## src/hw/rtl/vas_pkg.sv

```systemverilog
// shared types, constants and helpers of the voice activity segmenter
// no dependencies
package vas_pkg;

  localparam int CNT_W = 32;
  localparam int CMP_W = (CNT_W > 32) ? CNT_W : 32;
  localparam int QDEPTH = 2;
  localparam int QPTR_W = $clog2(QDEPTH);
  localparam int QCNT_W = $clog2(QDEPTH + 1);

  localparam logic [15:0] LOW_BAND_Q15 = 16'd4915;

  typedef logic [CNT_W-1:0] cnt_t;
  typedef logic [CMP_W-1:0] cmp_t;

  localparam logic [2:0] REG_THRESHOLD   = 3'd0;
  localparam logic [2:0] REG_WINDOW      = 3'd1;
  localparam logic [2:0] REG_MIN_SILENCE = 3'd2;
  localparam logic [2:0] REG_LONG_SILENCE = 3'd3;
  localparam logic [2:0] REG_MIN_SPEECH  = 3'd4;
  localparam logic [2:0] REG_MAX_SPEECH  = 3'd5;

  localparam logic OP_WINDOW = 1'b0;
  localparam logic OP_END    = 1'b1;

  typedef enum logic [1:0] {
    CAUSE_SILENCE = 2'd0,
    CAUSE_SPLIT   = 2'd1,
    CAUSE_CUT     = 2'd2,
    CAUSE_END     = 2'd3
  } cause_t;

  typedef struct packed {
    logic [15:0] threshold;
    logic [12:0] window;
    logic [31:0] min_silence;
    logic [31:0] long_silence;
    logic [31:0] min_speech;
    logic [31:0] max_speech;
  } cfg_t;

  typedef struct packed {
    logic        op;
    logic        speech;
    logic        silence;
    logic [31:0] audio_length;
  } item_t;

  function automatic logic [31:0] to_pos(cnt_t x);
    cmp_t w;
    w = cmp_t'(x);
    return w[31:0];
  endfunction

endpackage

```

## src/hw/rtl/voice_activity_segmenter.sv

```systemverilog
// voice activity segmenter top level: config registers, front, queue, back
// an input beat passes the front register, the queue memory and the back result register
// throughput: one item per cycle while the result output is not stalled; the back stage updates its state once per item
// reset: synchronous active low; clears segment state, queue and output valid,
// and loads default register values
module voice_activity_segmenter (
  input  logic        clk,
  input  logic        rst_n,
  input  logic        in_valid,
  output logic        in_ready,
  input  logic        in_opcode,
  input  logic [15:0] in_speech_prob,
  input  logic [31:0] in_audio_length,
  output logic        out_valid,
  input  logic        out_ready,
  output logic [31:0] out_segment_start,
  output logic [31:0] out_segment_end,
  output logic [1:0]  out_close_cause,
  input  logic        cfg_valid,
  output logic        cfg_ready,
  input  logic [2:0]  cfg_index,
  input  logic [31:0] cfg_data
);

  vas_pkg::cfg_t  cfg_r, cfg_nxt;
  logic           fr_valid, fr_ready, q_valid, q_ready;
  vas_pkg::item_t fr_item, q_item;

  assign cfg_ready = 1'b1;

  always_comb begin
    cfg_nxt = cfg_r;
    if (cfg_valid) begin
      case (cfg_index)
        vas_pkg::REG_THRESHOLD:    cfg_nxt.threshold    = cfg_data[15:0];
        vas_pkg::REG_WINDOW:       cfg_nxt.window       = cfg_data[12:0];
        vas_pkg::REG_MIN_SILENCE:  cfg_nxt.min_silence  = cfg_data;
        vas_pkg::REG_LONG_SILENCE: cfg_nxt.long_silence = cfg_data;
        vas_pkg::REG_MIN_SPEECH:   cfg_nxt.min_speech   = cfg_data;
        vas_pkg::REG_MAX_SPEECH:   cfg_nxt.max_speech   = cfg_data;
        default: begin
        end
      endcase
    end
  end

  always_ff @(posedge clk) begin
    if (!rst_n) begin
      cfg_r.threshold    <= 16'd16384;
      cfg_r.window       <= 13'd512;
      cfg_r.min_silence  <= 32'd0;
      cfg_r.long_silence <= 32'd1568;
      cfg_r.min_speech   <= 32'd512;
      cfg_r.max_speech   <= 32'hFFFF_FFFF;
    end else begin
      cfg_r <= cfg_nxt;
    end
  end

  vas_front u_front (
    .clk             (clk),
    .rst_n           (rst_n),
    .cfg             (cfg_r),
    .in_valid        (in_valid),
    .in_ready        (in_ready),
    .in_opcode       (in_opcode),
    .in_speech_prob  (in_speech_prob),
    .in_audio_length (in_audio_length),
    .fr_valid        (fr_valid),
    .fr_ready        (fr_ready),
    .fr_item         (fr_item)
  );

  vas_queue u_queue (
    .clk      (clk),
    .rst_n    (rst_n),
    .wr_valid (fr_valid),
    .wr_ready (fr_ready),
    .wr_item  (fr_item),
    .rd_valid (q_valid),
    .rd_ready (q_ready),
    .rd_item  (q_item)
  );

  vas_back u_back (
    .clk               (clk),
    .rst_n             (rst_n),
    .cfg               (cfg_r),
    .q_valid           (q_valid),
    .q_ready           (q_ready),
    .q_item            (q_item),
    .out_valid         (out_valid),
    .out_ready         (out_ready),
    .out_segment_start (out_segment_start),
    .out_segment_end   (out_segment_end),
    .out_close_cause   (out_close_cause)
  );

endmodule

```

## src/hw/rtl/vas_front.sv

```systemverilog
// front stage: accepts input beats and classifies each window
// depends on vas_pkg
module vas_front (
  input  logic                clk,
  input  logic                rst_n,
  input  vas_pkg::cfg_t       cfg,
  input  logic                in_valid,
  output logic                in_ready,
  input  logic                in_opcode,
  input  logic [15:0]         in_speech_prob,
  input  logic [31:0]         in_audio_length,
  output logic                fr_valid,
  input  logic                fr_ready,
  output vas_pkg::item_t      fr_item
);

  logic           v_r, v_nxt;
  vas_pkg::item_t item_r, item_nxt;
  logic           low_ok;

  assign in_ready = !v_r || fr_ready;
  assign low_ok   = cfg.threshold >= vas_pkg::LOW_BAND_Q15;

  always_comb begin
    item_nxt = item_r;
    v_nxt    = v_r;
    if (fr_ready) begin
      v_nxt = 1'b0;
    end
    if (in_valid && in_ready) begin
      v_nxt                 = 1'b1;
      item_nxt.op           = in_opcode;
      item_nxt.speech       = in_speech_prob >= cfg.threshold;
      item_nxt.silence      = low_ok &&
                              (in_speech_prob < (cfg.threshold - vas_pkg::LOW_BAND_Q15));
      item_nxt.audio_length = in_audio_length;
    end
  end

  always_ff @(posedge clk) begin
    if (!rst_n) begin
      v_r <= 1'b0;
    end else begin
      v_r <= v_nxt;
    end
    item_r <= item_nxt;
  end

  assign fr_valid = v_r;
  assign fr_item  = item_r;

endmodule

```

## src/hw/rtl/vas_queue.sv

```systemverilog
// short queue of classified items between front and back
// depends on vas_pkg
module vas_queue (
  input  logic           clk,
  input  logic           rst_n,
  input  logic           wr_valid,
  output logic           wr_ready,
  input  vas_pkg::item_t wr_item,
  output logic           rd_valid,
  input  logic           rd_ready,
  output vas_pkg::item_t rd_item
);

  vas_pkg::item_t                    mem_r [vas_pkg::QDEPTH];
  logic [vas_pkg::QPTR_W-1:0]        wp_r, wp_nxt, rp_r, rp_nxt;
  logic [vas_pkg::QCNT_W-1:0]        cnt_r, cnt_nxt;
  logic                              push, pop;

  assign wr_ready = cnt_r != vas_pkg::QCNT_W'(vas_pkg::QDEPTH);
  assign rd_valid = cnt_r != '0;
  assign rd_item  = mem_r[rp_r];
  assign push     = wr_valid && wr_ready;
  assign pop      = rd_valid && rd_ready;

  always_comb begin
    wp_nxt  = wp_r;
    rp_nxt  = rp_r;
    cnt_nxt = cnt_r;
    if (push) begin
      wp_nxt = (wp_r == vas_pkg::QPTR_W'(vas_pkg::QDEPTH - 1)) ? '0 : wp_r + 1'b1;
    end
    if (pop) begin
      rp_nxt = (rp_r == vas_pkg::QPTR_W'(vas_pkg::QDEPTH - 1)) ? '0 : rp_r + 1'b1;
    end
    if (push && !pop) begin
      cnt_nxt = cnt_r + 1'b1;
    end else if (pop && !push) begin
      cnt_nxt = cnt_r - 1'b1;
    end
  end

  always_ff @(posedge clk) begin
    if (!rst_n) begin
      wp_r  <= '0;
      rp_r  <= '0;
      cnt_r <= '0;
    end else begin
      wp_r  <= wp_nxt;
      rp_r  <= rp_nxt;
      cnt_r <= cnt_nxt;
    end
    if (push) begin
      mem_r[wp_r] <= wr_item;
    end
  end

endmodule

```

## src/hw/rtl/vas_back.sv

```systemverilog
// back stage: segment state update and result output register
// depends on vas_pkg
module vas_back (
  input  logic                clk,
  input  logic                rst_n,
  input  vas_pkg::cfg_t       cfg,
  input  logic                q_valid,
  output logic                q_ready,
  input  vas_pkg::item_t      q_item,
  output logic                out_valid,
  input  logic                out_ready,
  output logic [31:0]         out_segment_start,
  output logic [31:0]         out_segment_end,
  output logic [1:0]          out_close_cause
);

  logic            in_r, in_nxt;
  vas_pkg::cnt_t   cnt_r, cnt_nxt;
  vas_pkg::cnt_t   os_r, os_nxt;
  vas_pkg::cnt_t   te_r, te_nxt;
  vas_pkg::cnt_t   se_r, se_nxt;
  vas_pkg::cnt_t   rs_r, rs_nxt;
  logic            ov_r, ov_nxt;
  logic [31:0]     st_r, st_nxt, en_r, en_nxt;
  vas_pkg::cause_t cause_r, cause_nxt;

  vas_pkg::cnt_t   n, run_len, te_eff, silent, seg_len;
  logic            take, max_hit;

  assign take    = q_valid && (!ov_r || out_ready);
  assign q_ready = !ov_r || out_ready;

  assign n       = cnt_r + vas_pkg::cnt_t'(cfg.window);
  assign run_len = n - os_r;
  assign te_eff  = (te_r == '0) ? n : te_r;
  assign silent  = n - te_eff;
  assign seg_len = te_eff - os_r;
  assign max_hit = in_r && (cfg.max_speech != '1) &&
                   (vas_pkg::cmp_t'(run_len) > vas_pkg::cmp_t'(cfg.max_speech));

  always_comb begin
    in_nxt    = in_r;
    cnt_nxt   = cnt_r;
    os_nxt    = os_r;
    te_nxt    = te_r;
    se_nxt    = se_r;
    rs_nxt    = rs_r;
    ov_nxt    = ov_r;
    st_nxt    = st_r;
    en_nxt    = en_r;
    cause_nxt = cause_r;
    if (out_ready) begin
      ov_nxt = 1'b0;
    end
    if (take) begin
      ov_nxt = 1'b0;
      if (q_item.op == vas_pkg::OP_END) begin
        ov_nxt    = in_r;
        st_nxt    = vas_pkg::to_pos(os_r);
        en_nxt    = q_item.audio_length;
        cause_nxt = vas_pkg::CAUSE_END;
        in_nxt    = 1'b0;
        cnt_nxt   = '0;
        os_nxt    = '0;
        te_nxt    = '0;
        se_nxt    = '0;
        rs_nxt    = '0;
      end else begin
        cnt_nxt = n;
        if (q_item.speech) begin
          if (te_r != '0) begin
            te_nxt = '0;
            if (rs_r < se_r) begin
              rs_nxt = cnt_r;
            end
          end
          if (!in_r) begin
            in_nxt = 1'b1;
            os_nxt = cnt_r;
          end
        end else if (max_hit) begin
          ov_nxt = 1'b1;
          st_nxt = vas_pkg::to_pos(os_r);
          if (se_r != '0) begin
            en_nxt    = vas_pkg::to_pos(se_r);
            cause_nxt = vas_pkg::CAUSE_SPLIT;
            if (rs_r < se_r) begin
              in_nxt = 1'b0;
              os_nxt = '0;
            end else begin
              os_nxt = rs_r;
            end
          end else begin
            en_nxt    = vas_pkg::to_pos(n);
            cause_nxt = vas_pkg::CAUSE_CUT;
            in_nxt    = 1'b0;
            os_nxt    = '0;
          end
          te_nxt = '0;
          se_nxt = '0;
          rs_nxt = '0;
        end else if (q_item.silence && in_r) begin
          te_nxt = te_eff;
          if (vas_pkg::cmp_t'(silent) > vas_pkg::cmp_t'(cfg.long_silence)) begin
            se_nxt = te_eff;
          end
          if ((vas_pkg::cmp_t'(silent) >= vas_pkg::cmp_t'(cfg.min_silence)) &&
              (vas_pkg::cmp_t'(seg_len) > vas_pkg::cmp_t'(cfg.min_speech))) begin
            ov_nxt    = 1'b1;
            st_nxt    = vas_pkg::to_pos(os_r);
            en_nxt    = vas_pkg::to_pos(te_eff);
            cause_nxt = vas_pkg::CAUSE_SILENCE;
            in_nxt    = 1'b0;
            os_nxt    = '0;
            te_nxt    = '0;
            se_nxt    = '0;
            rs_nxt    = '0;
          end
        end
      end
    end
  end

  always_ff @(posedge clk) begin
    if (!rst_n) begin
      in_r  <= 1'b0;
      cnt_r <= '0;
      os_r  <= '0;
      te_r  <= '0;
      se_r  <= '0;
      rs_r  <= '0;
      ov_r  <= 1'b0;
    end else begin
      in_r  <= in_nxt;
      cnt_r <= cnt_nxt;
      os_r  <= os_nxt;
      te_r  <= te_nxt;
      se_r  <= se_nxt;
      rs_r  <= rs_nxt;
      ov_r  <= ov_nxt;
    end
    st_r    <= st_nxt;
    en_r    <= en_nxt;
    cause_r <= cause_nxt;
  end

  assign out_valid         = ov_r;
  assign out_segment_start = st_r;
  assign out_segment_end   = en_r;
  assign out_close_cause   = cause_r;

endmodule

```

## config.mk

```make
export PLATFORM = sky130hd
export DESIGN_NAME = voice_activity_segmenter
export DESIGN_NICKNAME = d
export VERILOG_FILES = /design/src/hw/rtl/vas_pkg.sv /design/src/hw/rtl/voice_activity_segmenter.sv /design/src/hw/rtl/vas_front.sv /design/src/hw/rtl/vas_queue.sv /design/src/hw/rtl/vas_back.sv
export SDC_FILE = /design/constraint.sdc
export NUM_CORES = 1
export LEC_CHECK = 0
export BUFFER_PORTS_ARGS = -buffer_cell sky130_fd_sc_hd__buf_2
export CORE_MARGIN = 4
export CORE_UTILIZATION = 65
export CTS_BUF_LIST = sky130_fd_sc_hd__clkbuf_4
export DETAILED_ROUTE_END_ITERATION = 7
export PLACE_DENSITY = 0.84
export SLEW_MARGIN = 10
export SYNTH_ARGS = -nofsm -noshare
export SYNTH_HDL_FRONTEND = slang
export SYNTH_SLANG_ARGS = --single-unit
```

## constraint.sdc

```tcl
create_clock -name clk -period 14.6 [get_ports clk]
set_input_delay 0.73 -clock clk [delete_from_list [all_inputs] [get_ports clk]]
set_output_delay 0.73 -clock clk [all_outputs]
set_load 0.005 [all_outputs]
```

==> results.md <==
- R2r worst-path depth: 33
- Crit path DAT: 10370 ps
- Synth top area cells: dfxtp_1 22%, edfxtp_1 17%, ha_1 12%, nand2_1 5.6%, a21oi_1 5.3%
- Die Ht: 221 um
- R2R Path End: u_back.out_segment_end[27]
- Setup bufs post-CTS: 0
- Slowest-stage cell, CP: a2111oi_0
- Vias per std cell: 6.43
- Clock transition at path regs: 60 ps
- Mean post-synth cell area: 8.89 um^2
- Leak: 13.5 nW
- First-pass GRT wire length: 144 mm
- Critical Path Max Stage Delay: 550 ps
- CTS tree: yes
- Post-synth top cells: 439 x nand2_1, 325 x dfxtp_1, 314 x a21oi_1
- Layout cells sized above 1: 12.4%
- PD cells: 151 nW/um^2
- Initial antenna violation count: 2
- CP Launch Type: flop
- Final Non-Filler Cells: 4224
- Most common cell in the netlist: nand2_1
- Syn Inst Count: 3306
- Top Layer Used: met4
- Crit Path Max Fanout: 55
- Seq/Total Area, Yosys: 39.6%
- MaxCap Viol Count: 0
- Hold depth: 3
- Worst Clk Skew: 72.1 ps
- Worst path required time: 15220 ps
- Vias: 27200
- Initial DRC count: 2954
- Comb power frac: 41.1%
- Number of flops mapped to enable cells by yosys: 171
- Max frequency: 103 MHz
- Sequential Power Share: 32.2%
- Largest delay share family, worst path: simple AND/OR/NAND/NOR gates
- RSZ-0062 raised after global routing: false
- Clock share of power: 26.7%
- Outcome: finished, final reports clean
- Metal3 WL: 7.54 mm
- Clk_lat worst skew: 1040 ps
- Final Hold Viols: 0
- Main synth FF type: dfxtp_1
- Post-synth top area share: 22.1%
- Setup TNS: 0 ps
- Post-route DRC: 0
- Hold Crit Endpoint: cfg_r[100]
- FP Rows: 77
- Routed WL per cell: 22.4 um
- Synth-to-Final Area Change: 12.0%
- Post-placement cell count: 3926
- Hold Path Class: in2reg
- Slew Viols, Final: 0
- Setup CP Type: reg2reg
- Initial core utilization: 66.0%
- Final wirelength: 94.8 mm
- Psw: 1.94 mW
- Worst slew pin tran: 1260 ps
- # port buffers: 156
- Total core area: 44500 um^2
- Vias in the first global route: 26400
- 1st-pass router iterations: 5
- Total Routing Usage GR: 38.2%
- Critical Path Sink Type: flop
- RePlAce Congestion: 0.984
- Metal2 WL: 43.2 mm
- RR Startpoint: u_back.cnt_r[0]
- Post-layout minimum cycle time: 9750 ps
- CTS Root Cell: clkbuf_4
- Largest net degree at the start of global routing: 135
- Max VDD drop: 0.000127 V
- Core Util, Final: 74.0%
- Buf+Inv Stages, Crit Path: 3
- Hold path start: cfg_data[4]
- R2R setup slack: 4850 ps
- Die ar.: 48700 um^2
- M1 WL: 36.4 mm
- GR Overflow Total: 0
- Total power: 4.96 mW
- Switch share: 39.1%
- Antenna viol nets, final: 0
- Internal power: 3.02 mW
- # IOs: 158
- Mapped Nets: 3692
- Yosys reg bits: 496
- Die span in x: 221 um
- CTS sink count: 496
- Clock buffer count from CTS: 132
- # H-tree levels: 4
- Hpwl dp: 67.4 mm
- Slew margin rel.: 15.8%
- Synthesis Warnings: 0
- Max Root-Sink Buffers: 3
- Final critical-path share of the clock period: 66.8%
- FFs w/ async S/R, synth: 0%
- # setup viols final: 0
- Syn Std Cell Area: 29400 um^2
- Count of different cell masters after synthesis: 98
- Area leader, netlist: dfxtp_1
- Nets: 3907
==> worst max path at each step <==
stage,startpoint,to,slack [ps],cells past startpoint
3_3_place_gp,u_back.cnt_r[0],u_back.os_r[4],5340,33
2_1_floorplan,u_back.cnt_r[0],u_back.out_close_cause[0],6570,33
5_1_grt,u_back.cnt_r[0],u_back.out_segment_end[28],4160,33
3_5_place_dp,u_back.cnt_r[0],u_back.os_r[1],4790,33
4_1_cts,u_back.cnt_r[0],u_back.os_r[15],4720,33
6_report,u_back.cnt_r[0],u_back.out_segment_end[27],4850,33
==> power by group through the flow <==
| stage | combinational (mW) | clock, mW | sequential, mW |
|---|---|---|---|
| 6_report | 2.04 | 1.33 | 1.60 |
| 5_1_grt | 2.22 | 1.41 | 1.61 |
| 4_1_cts | 1.99 | 1.33 | 1.60 |
| 3_5_place_dp | 1.96 | 0 | 1.63 |
| 3_3_place_gp | 1.89 | 0 | 1.62 |
| 2_1_floorplan | 1.35 | 0 | 1.62 |
==> stage by stage <==
| step | cell area (um^2) | hold slack [ps] | setup slack [ps] |
|---|---|---|---|
| final | 32900 | 51.5 | 4850 |
| after CTS | 32900 | 3.89 | 4720 |
| after global placement | 30600 | 423 | 5340 |
| after global routing | 32900 | 27.7 | 4160 |
| after floorplan | 29400 | 421 | 6570 |
| after detailed placement | 30600 | 430 | 4790 |
==> cells by family (layout without fill, tap and decap cells) <==
kind of cell / count (synthesis) / count (layout) / share of synthesized area, %
flip-flops: 496 / 496 / 39.6
AO/OA/AOI/OAI: 967 / 967 / 22.1
multiplexers: 48 / 48 / 1.65
other: 1 / 8 / 0.0128
buffers and inverters: 447 / 766 / 5.86
adder cells (fa/ha/maj): 298 / 298 / 12.8
XOR/XNOR: 122 / 122 / 3.63
AND/OR/NAND/NOR: 927 / 927 / 14.4
==> registers in the layout, summed over array words and instances (netlist names), named ones only <==
register	cells
cfg_r	157
u_back.cnt_r	32
u_back.in_r	1
u_back.os_r	32
u_back.out_close_cause	2
u_back.out_segment_end	32
u_back.out_segment_start	32
u_back.out_valid	1
u_back.rs_r	32
u_back.se_r	32
u_back.te_r	32
u_front.fr_item	35
u_front.fr_valid	1
u_queue.cnt_r	2
u_queue.mem_r	70
u_queue.rp_r	1
u_queue.wp_r	1
==> cell type report <==
| type | instances | area [um^2] |
|---|---|---|
| antenna | 7 | 17.5 |
| timing repair buffer | 240 | 1550 |
| clock inverter | 51 | 374 |
| clock buffer | 187 | 1400 |
| inverter | 288 | 1090 |
| multi-input combinational | 2363 | 16100 |
| tap | 592 | 741 |
| fill | 3367 | 11600 |
| sequential | 496 | 11600 |
==> routing by layer <==
layer / up-vias / GRT usage (%)
li1: 12400 / -
met1: 12800 / 46.7
met2: 1472 / 60.7
met3: 411 / 7.46
met4: 0 / 27.2
met5: - / 0
==> placed cells by master (no fill, tap or decap), types with 10 or more instances in the layout <==
| cell type | netlist | layout |
|---|---|---|
| nor3_1 | 29 | 28 |
| nand4_1 | 46 | 46 |
| xnor2_1 | 74 | 74 |
| nand3_1 | 80 | 80 |
| clkinv_1 | 1 | 33 |
| mux2i_1 | 44 | 44 |
| dfxtp_1 | 325 | 325 |
| a22oi_1 | 86 | 86 |
| buf_4 | 3 | 32 |
| a21o_1 | 104 | 104 |
| o2bb2ai_1 | 34 | 33 |
| nand2_1 | 439 | 439 |
| or3_1 | 13 | 12 |
| dlygate4sd3_1 | 0 | 53 |
| nor4_1 | 23 | 23 |
| xor2_1 | 48 | 48 |
| o21bai_1 | 10 | 10 |
| a21oi_1 | 314 | 314 |
| o21a_1 | 40 | 40 |
| inv_1 | 283 | 281 |
| nor2_1 | 163 | 159 |
| and3_1 | 21 | 20 |
| buf_2 | 16 | 155 |
| o31ai_1 | 43 | 43 |
| o22ai_1 | 29 | 29 |
| nand2b_1 | 20 | 20 |
| ha_1 | 293 | 293 |
| a31oi_1 | 29 | 28 |
| o311ai_0 | 36 | 36 |
| edfxtp_1 | 171 | 171 |
| nor2b_1 | 40 | 39 |
| o21ai_0 | 93 | 93 |
| a21boi_0 | 10 | 10 |
| and2_1 | 17 | 16 |
| o211ai_1 | 55 | 55 |
| clkbuf_4 | 0 | 187 |
==> tightest hold or removal path, stage by stage <==
cell and delay, ps:
buf_2 170, nand2_1 70, a21oi_1 50
==> what timing repair did <==
item                                   in CTS  in global routing
resized for setup                           0                  0
hold buffers                               53                  0
endpoints found under the hold margin      83                  0
Note: power is estimated with default switching activity, not from simulation.
